### config.mk
export PLATFORM = sky130hd
export DESIGN_NAME = dqbf_fifo
export DESIGN_NICKNAME = d
export VERILOG_FILES = /design/src/design/dqbf_pkg.sv /design/src/design/dqbf_fifo.sv
export SDC_FILE = /design/constraint.sdc
export NUM_CORES = 1
export LEC_CHECK = 0
export ABC_AREA = 0
export BUFFER_PORTS_ARGS = -buffer_cell sky130_fd_sc_hd__buf_2
export CAP_MARGIN = 20
export CORE_MARGIN = 2
export CORE_UTILIZATION = 38
export DETAILED_ROUTE_END_ITERATION = 10
export SYNTH_ARGS = -nofsm -noshare
export SYNTH_HDL_FRONTEND = slang
export SYNTH_SLANG_ARGS = --single-unit
### constraint.sdc
create_clock -name clk -period 6.9 [get_ports clk]
set_input_delay 0.69 -clock clk [delete_from_list [all_inputs] [get_ports clk]]
set_output_delay 0.69 -clock clk [all_outputs]
set_load 0.005 [all_outputs]
### src/design/dqbf_pkg.sv
// ----------------------------------------------------------------------------
// dqbf_pkg
// Shared types and constants of the detection query box filter.
// ----------------------------------------------------------------------------
`default_nettype none

package dqbf_pkg;

    localparam int NetW    = 13;
    localparam int MaskW   = 11;
    localparam int ThrW    = 17;
    localparam int ScoreW  = 16;
    localparam int CoordW  = 21;
    localparam int WordW   = 32;
    localparam int OpW     = 34;
    localparam int MultW   = 14;
    localparam int ProdW   = 50;
    localparam int DataW   = 144;
    localparam int FifoDepth = 4;
    localparam int FifoPtrW  = 2;

    // normalized corner window, Q16.16
    localparam logic signed [WordW-1:0] NormLo = -32'sd32768;
    localparam logic signed [WordW-1:0] NormHi = 32'sd98304;

    typedef enum logic [2:0] {
        REG_NET_WIDTH       = 3'd0,
        REG_NET_HEIGHT      = 3'd1,
        REG_MASK_COLS       = 3'd2,
        REG_MASK_ROWS       = 3'd3,
        REG_SCORE_THRESHOLD = 3'd4
    } cfg_index_t;

    typedef enum logic [1:0] {
        DROP_NONE  = 2'd0,
        DROP_SCORE = 2'd1,
        DROP_SMALL = 2'd2
    } drop_t;

    typedef struct packed {
        logic [NetW-1:0]  net_width;
        logic [NetW-1:0]  net_height;
        logic [MaskW-1:0] mask_cols;
        logic [MaskW-1:0] mask_rows;
        logic [ThrW-1:0]  score_threshold;
    } cfg_t;

    // decoded query between front and back, corners in signed Q33.17 pixels
    typedef struct packed {
        logic [ScoreW-1:0]       score;
        logic                    low;
        logic signed [ProdW-1:0] x1;
        logic signed [ProdW-1:0] y1;
        logic signed [ProdW-1:0] x2;
        logic signed [ProdW-1:0] y2;
    } fq_t;

endpackage

`default_nettype wire

### src/design/dqbf_fifo.sv
// ----------------------------------------------------------------------------
// dqbf_fifo
// Short queue of decoded queries between front and back.
// ----------------------------------------------------------------------------
`default_nettype none

module dqbf_fifo
    import dqbf_pkg::*;
(
    input  wire logic clk,
    input  wire logic rst_n,
    input  wire logic wr_en,
    input  wire fq_t  wr_data,
    output logic      room,
    input  wire logic rd_en,
    output fq_t       rd_data,
    output logic      nonempty
);

    fq_t                mem [FifoDepth];
    logic [FifoPtrW-1:0] wp_reg;
    logic [FifoPtrW-1:0] rp_reg;
    logic [FifoPtrW:0]   count_reg;

    assign room     = count_reg != (FifoPtrW+1)'(FifoDepth);
    assign nonempty = count_reg != '0;
    assign rd_data  = mem[rp_reg];

    always_ff @(posedge clk or negedge rst_n)
    begin
        if (!rst_n)
        begin
            wp_reg    <= '0;
            rp_reg    <= '0;
            count_reg <= '0;
        end
        else
        begin
            if (wr_en)
            begin
                wp_reg <= wp_reg + 1'b1;
            end
            if (rd_en)
            begin
                rp_reg <= rp_reg + 1'b1;
            end
            if (wr_en && !rd_en)
            begin
                count_reg <= count_reg + 1'b1;
            end
            else if (rd_en && !wr_en)
            begin
                count_reg <= count_reg - 1'b1;
            end
        end
    end

    always_ff @(posedge clk)
    begin
        if (wr_en)
        begin
            mem[wp_reg] <= wr_data;
        end
    end

endmodule

`default_nettype wire

Word level (Yosys, flattened, before mapping)
Memories as Yosys holds them, arrays and structs flattened.
Index checks and enable logic that the tools add are counted.
{"block": "op_classes", "n_addsub": 4, "mux": 4, "eq_ne": 1, "reduce_logical": 6}
{"op": "two-way mux 3 bit", "count": 2}
{"op": "adder 2 x 1 -> 2 bit (second input constant)", "count": 2}
{"op": "adder 3 x 1 -> 3 bit (second input constant)", "count": 1}
{"op": "inequality test 3 bit (second input constant)", "count": 1}
{"op": "nonzero test 3 bit", "count": 1}
{"op": "subtractor 3 x 1 -> 3 bit (second input constant)", "count": 1}
{"op": "logical AND 1 bit", "count": 2}
{"op": "logical NOT 1 bit", "count": 2}
{"op": "two-way mux 1 bit", "count": 2}
{"op": "nonzero test 2 bit", "count": 1}
{"block": "word_totals", "wordCells": 19, "mem_bits_rw": 868, "n_memories": 1, "ff_bits": 7, "output_inout_bits": 219, "in_bits": 221}
{"memory": "mem", "depth": 4, "word_bits": 217, "read_ports": 1, "rd_ports_with_merged_regs": 0, "write_ports": 1, "line": "dqbf_fifo.sv:20", "source": "fq_t mem [FifoDepth];"}

Depth between registers and ports, before layout
Gate-level depths: netlist of run 1.
{"block": "depth", "ltp_word": 4, "ltp_mapped": 7, "depth_no_buf": 7}

Worst setup path before layout of run 1
No wires, ideal clock.
{"block": "synth_path", "kind": "input -> register", "startpoint": "in wr_en", "endpoint": "mem mem[3][0] in the netlist's numbering (enable)", "t_arrival_ps": 5607, "t_required_ps": 6296, "cell_stages": 1, "path_buffers": 0, "setup_ps": 604, "slack_ps": 690, "path_cell_list": "and2_1"}
{"block": "synth_via", "elab_chain_cells": 2}
{"item": "start, declared", "line": "dqbf_fifo.sv:12", "source": "input wire logic wr_en,"}
{"item": "two-way mux 1 bit", "line": "dqbf_fifo.sv:60", "source": "if (wr_en)"}
{"item": "two-way mux 1 bit (implied by the code)", "line": "dqbf_fifo.sv:62", "source": "mem[wp_reg] <= wr_data;"}
{"item": "end, declared", "line": "dqbf_fifo.sv:20"}
No other way between the ends.

==> results.cfg, run 1 <==
[status]
status = finished clean

[pwr]
power_frac_clock_pct = 29.4
vdd_drop_max_v = 0.000383
leakage_nw = 12.9
power_frac_seq_pct = 44.7
p_per_area_nw_per_um2 = 426
switching_power_w = 0.00448
pwr-share-comb_pct = 25.9
internal_power_w = 0.0118
switching_share_pct = 27.6
p_total_w = 0.0162

[sta]
min_period_ns = 3.82
rsz0062_at_grt = false
clock.fmax_mhz = 262
finalClockSkew_ns = 0.0238
whs_ns = 0.256
worst_pin_slew_ns = 1.06
relSlewSlack_pct = 29.0
final.setup.tns_ns = 0
period_share_pct = 55.4
final_max_slew_viol_count = 0
hold_viol = 0
setup_viol = 0

[floorplan]
core_area_um2 = 83400
rows = 106
io_pins = 440
die_w_um = 294
die_area_um2 = 86400
start_util_pct = 38.3
dieHeight_um = 294

[placed_design]
hpwlAfterDp_um = 37600
globalplace.congestion = 0.720
portBuffers = 439
postPlaceCellArea_um2 = 35100

[run]
maxCapViolCount = 0

[clocking]
cts_tree = built
cts_setup_buffers = 0
cts.path.max_buffers = 3
numCtsBuffers = 92
cts_resized = 0
cts.clk_slew.worst_paths_ns = 0.06
root_buffer = clkbuf_16
insertion_delay_ns = 0.64
cts_sinks = 875
cts_max_level = 3

[finish]
final_area_um2 = 38100
syn2layout_area_growth_pct = 19.4
utilization_pct = 45.7
layout-drive-gt1-share_pct = 46.2
largest_reg_flops = 868
nets = 1899

[grt]
grt-ovfl-total = 0
grtUsageMet2_pct = 24.1
use_met1_pct = 19.2
grt_max_degree = 108
grt.total_usage_pct = 14.8
top_usage_layer = met2
grt_pass1_wl_um = 95800
antenna_found_initial = 16
grt_pass1_vias = 15095
grtUsageMet3_pct = 4.71

[synth]
mappedNetlistArea_um2 = 31900
synth_seq_cells = 875
yosysUniqueCellTypes = 19
synthCells = 1169
seq_area_frac_synth_pct = 82.2
syn_avg_cell_area_um2 = 27.3
yosysWarnings = 0
syn_nets = 1396

[route]
wl_per_cell_um = 22.8
vias_per_cell = 5.00
drt_iter0_drc = 845
drc = 0
antenna_left = 0
wirelength_um = 64600
vias = 14169
dr.pass1.iters = 5

[critical_path]
arrival_ns = 3.13
rr_startpoint = wp_reg[1]$_DFFE_PN0P_
startpoint = rp_reg[1]$_DFFE_PN0P_
cp.required_ns = 6.21
cp_max_fo = 57
r2r_end = mem[1][17]$_DFFE_PP_
start_kind = flip-flop
worstSetupEndpoint = rd_data[152]
cp-end-kind = primary output
setup.worst_path.class = flip-flop to primary output
rr_worst_depth = 4
ff2ff_setup_slack_ns = 4.31

[min_path]
hold_class = input pin to flip-flop
## metal layers
metal | up-vias | share of wire, %
met1 | 7513 | 40
met4 | 26 | 2.4
met5 | - | 0.26
met2 | 399 | 49
met3 | 122 | 7.9
li1 | 6109 | -
## what timing repair did
action	4_1_cts	5_1_grt
hold buffers	1	0
setup endpoints to repair	0	0
hold endpoints to repair	7	0
## cells in the mapped netlist
cell	n	area, um^2
edfxtp_1	868	26100
mux4_2	217	4890
buf_12	22	440
buf_2	21	105
dfrtp_1	7	175
ha_1	5	62.6
and2_1	4	25.0
inv_1	4	15.0
xor2_1	4	35.0
buf_6	3	33.8
nand2_1	3	11.3
buf_1	2	7.51
nor2_1	2	7.51
xnor2_1	2	17.5
clkbuf_1	1	3.75
fa_1	1	20.0
mux2_2	1	11.3
o21ai_0	1	5.00
or3_1	1	6.26
## how the worst min path moves through the flow
stage	end	cells past startpoint	from	slack, ns
2_1_floorplan	count_reg[0]$_DFFE_PN0P_	0	rst_n	0.39
3_3_place_gp	count_reg[2]$_DFFE_PN0P_	1	count_reg[2]$_DFFE_PN0P_	0.47
3_5_place_dp	count_reg[2]$_DFFE_PN0P_	1	count_reg[2]$_DFFE_PN0P_	0.49
4_1_cts	rp_reg[0]$_DFFE_PN0P_	2	rd_en	0.19
5_1_grt	mem[2][136]$_DFFE_PP_	1	wr_data[136]	0.23
6_report	rp_reg[0]$_DFFE_PN0P_	2	rd_en	0.26
## cells in the final DEF, fill, tap and decap left out, drive strengths merged
cell type,instances
edfxtp,868
buf,457
mux4,217
clkbuf,108
clkinv,48
inv,8
bufinv,7
dfrtp,7
ha,5
diode,4
and2,4
xor2,4
nand2,3
nor2,2
xnor2,2
clkinvlp,2
or3,1
mux2,1
o21ai,1
fa,1
dlygate4sd3,1
## cells by family after synthesis
kind of cell / after synthesis / synth area share, %
mux: 218 / 15.3
buf+inv: 53 / 1.90
xor+xnor: 6 / 0.165
simple gates: 10 / 0.157
compound gates: 1 / 0.0157
flops: 875 / 82.2
fa+ha+maj: 6 / 0.259
## metrics by stage
step                setup WS, ns  std cells
global route                2.93       2827
CTS                         2.95       2826
finish                      3.08       2831
global placement            3.68       2656
detailed placement          3.66       2656
floorplan                  0.690       1169
## critical path: stages, from the launching register on
cell and delay [ns]:
dfrtp_4 1.04, buf_4 0.79, mux4_2 0.43, buf_2 0.14
## layout make-up
| class | instances | area [um^2] |
|---|---|---|
| antenna | 4 | 10.0 |
| clock buffer | 108 | 2430 |
| clock inverter | 61 | 539 |
| fill | 6913 | 45300 |
| inverter | 4 | 15.0 |
| multi-input combinational | 241 | 5100 |
| sequential | 875 | 26200 |
| tap | 1080 | 1350 |
| timing repair buffer | 458 | 2450 |
## power by group through the flow
stage | Clock, W | Combinational, W | Sequential [W]
2_1_floorplan | 0 | 0.00287 | 0.00742
3_3_place_gp | 0 | 0.00435 | 0.00732
3_5_place_dp | 0 | 0.00436 | 0.00738
4_1_cts | 0.00492 | 0.00438 | 0.00727
5_1_grt | 0.00511 | 0.00458 | 0.00734
6_report | 0.00478 | 0.00421 | 0.00725
No activity file was read; power rests on OpenSTA's default activity.
==> run 2, diff against run 1 <==
- ABC_AREA: 0 -> 1
- clock period: 6.9 -> 3.81 ns (I/O delays scaled with it)
==> run 2 against run 1 <==
Worst setup slack worse by 2.2 ns. Clock skew is 0.0027 ns lower. Critical path type unchanged. Die area is 12% higher. Final cell count is 62% higher. Combinational power grew to 2.7 times the previous value. Largest cell class unchanged.
==> results.cfg, run 2 <==
[clocking]
cts_sinks = 875
cts_setup_buffers = 0
root_buffer = clkbuf_16
cts.path.max_buffers = 3
cts_tree = built
cts.clk_slew.worst_paths_ns = 0.06
cts_max_level = 3
insertion_delay_ns = 0.67
numCtsBuffers = 95

[sta]
min_period_ns = 2.89
rsz0062_at_grt = false
worst_pin_slew_ns = 0.976
final_max_slew_viol_count = 0
hold_viol = 0
period_share_pct = 75.8
finalClockSkew_ns = 0.0211
relSlewSlack_pct = 35.0
clock.fmax_mhz = 346
setup_viol = 0

[critical_path]
arrival_ns = 2.51
rr_worst_depth = 5
ff2ff_setup_slack_ns = 1.49
cp_max_fo = 74
r2r_end = mem[0][122]$_DFFE_PP_
cp.required_ns = 3.43
start_kind = flip-flop
cp-end-kind = primary output
setup.worst_path.class = flip-flop to primary output
rr_startpoint = wp_reg[0]$_DFFE_PN0P_

[synth]
synthCells = 2581
yosys-top-cells-count = edfxtp_1, nand2_1, inv_1, o211ai_1, o211ai_2
synth.top_cell.area_share_pct = 72.9
synth.most_common_cell = edfxtp_1
synthFlopType = edfxtp_1
synth-edff-count = 868
syn_nets = 2808
syn_avg_cell_area_um2 = 13.8
synthArstFlopShare_pct = 0.800
seq_area_frac_synth_pct = 73.4
yosysUniqueCellTypes = 17
synth.area.top_cells = edfxtp_1, o211ai_2, nand2_1
synth_seq_cells = 875
yosysWarnings = 0
synth_top_cell_by_area = edfxtp_1
mappedNetlistArea_um2 = 35700

[finish]
seq_area_um2 = 26200
nets = 3478
layout-drive-gt1-share_pct = 25.5
final_common_cell = edfxtp_1
final_area_um2 = 44700
largest_reg_flops = 868
filler_cell_count = 8227
layout_common_cells = edfxtp_1, nand2_1, inv_1
syn2layout_area_growth_pct = 25.1
multi_input_area_um2 = 6910

[floorplan]
io_pins = 440
dieHeight_um = 311
start_util_pct = 38.3
die_area_um2 = 96500
rows = 112
die_w_um = 311
core_area_um2 = 93300

[pwr]
p_total_w = 0.0334
leakage_nw = 17.9
p_per_area_nw_per_um2 = 746
switching_power_w = 0.0114
pwr-share-comb_pct = 34.2
vdd_drop_max_v = 0.000526
power_frac_seq_pct = 39.1
internal_power_w = 0.0220
power_frac_clock_pct = 26.7
switching_share_pct = 34.1

[route]
wl_per_cell_um = 16.9
drt_iter0_drc = 1291
vias = 21240
wirelength_um = 77500
vias_per_cell = 4.63
drc = 0
antenna_left = 0
dr.pass1.iters = 5

[run]
maxCapViolCount = 0

[status]
status = finished clean

[grt]
grt_pass1_wl_um = 121000
antenna_found_initial = 10
grt.total_usage_pct = 15.9
grt_max_degree = 149
grt-ovfl-total = 0
grt_pass1_vias = 21357

[placed_design]
portBuffers = 439
globalplace.congestion = 0.738
hpwlAfterDp_um = 46200
postPlaceCellArea_um2 = 39500

[min_path]
hold_class = input pin to asynchronous set/reset pin
## run 2: cell count changes after synthesis, sizes merged, moves of 3 or more
cell,before,now
nand3,0,3
o211ai,0,434
nand2,3,662
buf,48,116
clkbuf,1,30
inv,4,448
and2,4,0
mux4,217,0
## run 2: critical path, stage by stage, from the launching register on
cell and delay [ns]:
dfrtp_4 0.52, inv_8 0.56, buf_4 0.35, o211ai_2 0.11, nand2_1 0.07, buf_2 0.15
## run 2: cell type report
type                            instances  area share [%]
Sequential cell                       875            58.7
Multi-Input combinational cell       1112            15.5
Timing Repair Buffer                  719            11.7
Clock buffer                          126            5.73
Inverter                              448            3.81
Tap cell                             1254            3.51
Clock inverter                         53            1.10
Antenna cell                            5          0.0280
## run 2: what timing repair did
item,in CTS,in global routing
endpoints found under the hold margin,878,0
resized for setup,0,0
hold buffers,220,0
## run 2: logic make-up after synthesis
logic type                 Yosys count  share of synthesized area [%]
AOI/OAI and AO/OA                  436                           11.9
adders and majority gates            6                          0.231
buffers and inverters              594                           7.31
xor gates and xnor gates             4                         0.0980
DFF                                875                           73.4
and+or+nand+nor                    666                           7.01
## run 2: through the flow
step / hold slack [ns] / instances / util (%) / worst slack [ns] / TNS (ns)
final: 0.0711 / 4592 / 47.9 / 0.923 / 0
after global routing: 0.0357 / 4592 / 47.9 / 0.768 / 0
after CTS: 0.0133 / 4587 / 47.9 / 0.836 / 0
after detailed placement: 0.231 / 4188 / 42.3 / 1.38 / 0
after global placement: 0.232 / 4188 / 42.3 / 1.39 / 0
after floorplan: 0.0854 / 2581 / - / -0.498 / -424.08
## run 2: power groups by stage
| stage | combinational [W] | clock (W) | sequential (W) |
|---|---|---|---|
| floorplan | 0.00715 | 0 | 0.0134 |
| global placement | 0.0114 | 0 | 0.0132 |
| detailed placement | 0.0115 | 0 | 0.0133 |
| CTS | 0.0117 | 0.00916 | 0.0131 |
| global route | 0.0127 | 0.00952 | 0.0132 |
| finish | 0.0114 | 0.00891 | 0.0130 |
## run 2: worst max path at each step
stage,startpoint,to,slack [ns],cells past startpoint
3_5_place_dp,wp_reg[0]$_DFFE_PN0P_,mem[0][127]$_DFFE_PP_,1.38,5
2_1_floorplan,wp_reg[0]$_DFFE_PN0P_,mem[0][0]$_DFFE_PP_,-0.50,4
3_3_place_gp,wp_reg[0]$_DFFE_PN0P_,mem[0][117]$_DFFE_PP_,1.39,5
4_1_cts,rp_reg[1]$_DFFE_PN0P_,rd_data[173],0.84,5
6_report,rp_reg[1]$_DFFE_PN0P_,rd_data[101],0.92,5
5_1_grt,rp_reg[1]$_DFFE_PN0P_,rd_data[177],0.77,5
## run 2: routing by layer
layer	wire length (um)	global-route usage, %
met1	33400	20.2
met2	37600	26.8
met3	4500	4.08
met4	1950	4.89
met5	67	0
==> run 3, diff against run 2 <==
- clock period: 3.81 -> 3 ns (I/O delays scaled with it)
==> run 3 against run 2 <==
Clock power up 22%. Clock skew down 0.0097 ns. Die area is the same. Sequential power up 28%. Critical path depth stayed put. Routed wire length rose by 1.1%. Sequential cell count unchanged. Global-route usage grew 0.11 points.
==> results.cfg, run 3 (synthesized netlist as in run 2, its figures left out) <==
[floorplan]
core_area_um2 = 93300
dieHeight_um = 311
die_area_um2 = 96500
die_w_um = 311
io_pins = 440
start_util_pct = 38.3
rows = 112

[min_path]
hold_class = input pin to flip-flop
min_path_cells = 2
hold_start = wr_data[186]
hold_end = mem[2][186]$_DFFE_PP_

[critical_path]
critPathMaxStageDelay_ns = 0.62
startpoint = rp_reg[1]$_DFFE_PN0P_
crit_chain = inv_8, buf_12, o211ai_2, nand2_1, buf_2
cp_max_fo = 52
cp.required_ns = 2.70
setup.worst_path.class = flip-flop to primary output
r2r_end = mem[2][77]$_DFFE_PP_
cp-end-kind = primary output
rr_startpoint = wp_reg[0]$_DFFE_PN0P_
arrival_ns = 2.49
ff2ff_setup_slack_ns = 1.04
start_kind = flip-flop
critPathTopFamily = buffers and inverters
cp_slowest_cell = dfrtp_4
worst-path-buf-inv = 3
rr_worst_depth = 5

[sta]
final_max_slew_viol_count = 0
relSlewSlack_pct = 45.5
finalClockSkew_ns = 0.0114
setup_viol = 0
clock.fmax_mhz = 358
min_period_ns = 2.79
rsz0062_at_grt = false
period_share_pct = 93.1
worst_pin_slew_ns = 0.818
whs_ns = 0.401
fin_ws_ns = 0.208
hold_viol = 0
final.setup.tns_ns = 0

[finish]
utilization_pct = 47.7
layout-drive-gt1-share_pct = 25.2
final_common_cell = edfxtp_1
nets = 3472
largest_reg_flops = 868
syn2layout_area_growth_pct = 24.6
layout_common_cells = edfxtp_1, nand2_1, inv_1

[run]
maxCapViolCount = 0

[status]
status = finished clean

[clocking]
cts_setup_buffers = 0
root_buffer = clkbuf_16
insertion_delay_ns = 0.64
cts_max_level = 3
cts_tree = built
cts.path.max_buffers = 3
cts_sinks = 875
numCtsBuffers = 95
cts.clk_slew.worst_paths_ns = 0.06

[placed_design]
globalplace.congestion = 0.751
hpwlAfterDp_um = 45800
portBuffers = 439
detailedPlace.worstSlack_ns = 0.828

[route]
drc = 0
antenna_left = 0
wl_per_cell_um = 17.1
vias_per_cell = 4.63
vias = 21230
wirelength_um = 78400
dr.pass1.iters = 5
drt_iter0_drc = 1358

[grt]
grt_max_degree = 134
grt_pass1_wl_um = 122000
grt.total_usage_pct = 16.0
antenna_found_initial = 7
grt_pass1_vias = 21403
grt-ovfl-total = 0

[pwr]
leakage_nw = 17.8
vdd_drop_max_v = 0.000726
p_per_area_nw_per_um2 = 942
==> run 3: cell count changes in the layout (fill, tap and decap cells not counted), sizes merged <==
cell and change:
clkbuf -7, inv +1, diode +1, clkinv +4, dlygate4sd3 +1, buf -7
bufinv -3, clkinvlp +2
==> run 3: layout make-up <==
class	instances	area, um^2
clock buffer	119	2510
inverter	448	1700
antenna	6	15.0
fill	8189	48800
clock inverter	57	389
timing repair buffer	713	5190
multi-input combinational	1112	6910
tap	1254	1570
sequential	875	26200
==> run 3: worst max-delay path by stage <==
stage	endpoint	slack, ns	cells after the start
after detailed placement	rd_data[140]	0.83	5
after global placement	rd_data[140]	0.83	5
final	rd_data[140]	0.21	5
after global routing	rd_data[198]	0.04	5
after floorplan	mem[0][0]$_DFFE_PP_	-1.31	4
after CTS	rd_data[140]	0.10	5
==> run 3: power breakdown <==
part | internal, W | switching, W
logic | 0.00529 | 0.00915
clock network | 0.00627 | 0.00464
registers | 0.0160 | 0.000650
==> run 3: stage by stage <==
| stage | std cells | cell area [um^2] | power [W] |
|---|---|---|---|
| floorplan | 2581 | 35800 | 0.0261 |
| global placement | 4181 | 39400 | 0.0312 |
| detailed placement | 4181 | 39400 | 0.0314 |
| CTS | 4578 | 44500 | 0.0426 |
| global route | 4581 | 44500 | 0.0445 |
| finish | 4584 | 44500 | 0.0420 |
==> run 3: what timing repair did <==
action / 4_1_cts / 5_1_grt
hold buffers: 221 / 0
resized for setup: 0 / 0
endpoints found under the hold margin: 879 / 0
==> run 3: routing by layer <==
layer,vias to the layer above,part of all wire [%],track usage [%]
li1,10370,-,-
met1,10246,43,20.4
met2,475,49,27.0
met3,131,5.9,4.21
met4,8,2.3,4.58
met5,-,0.059,0
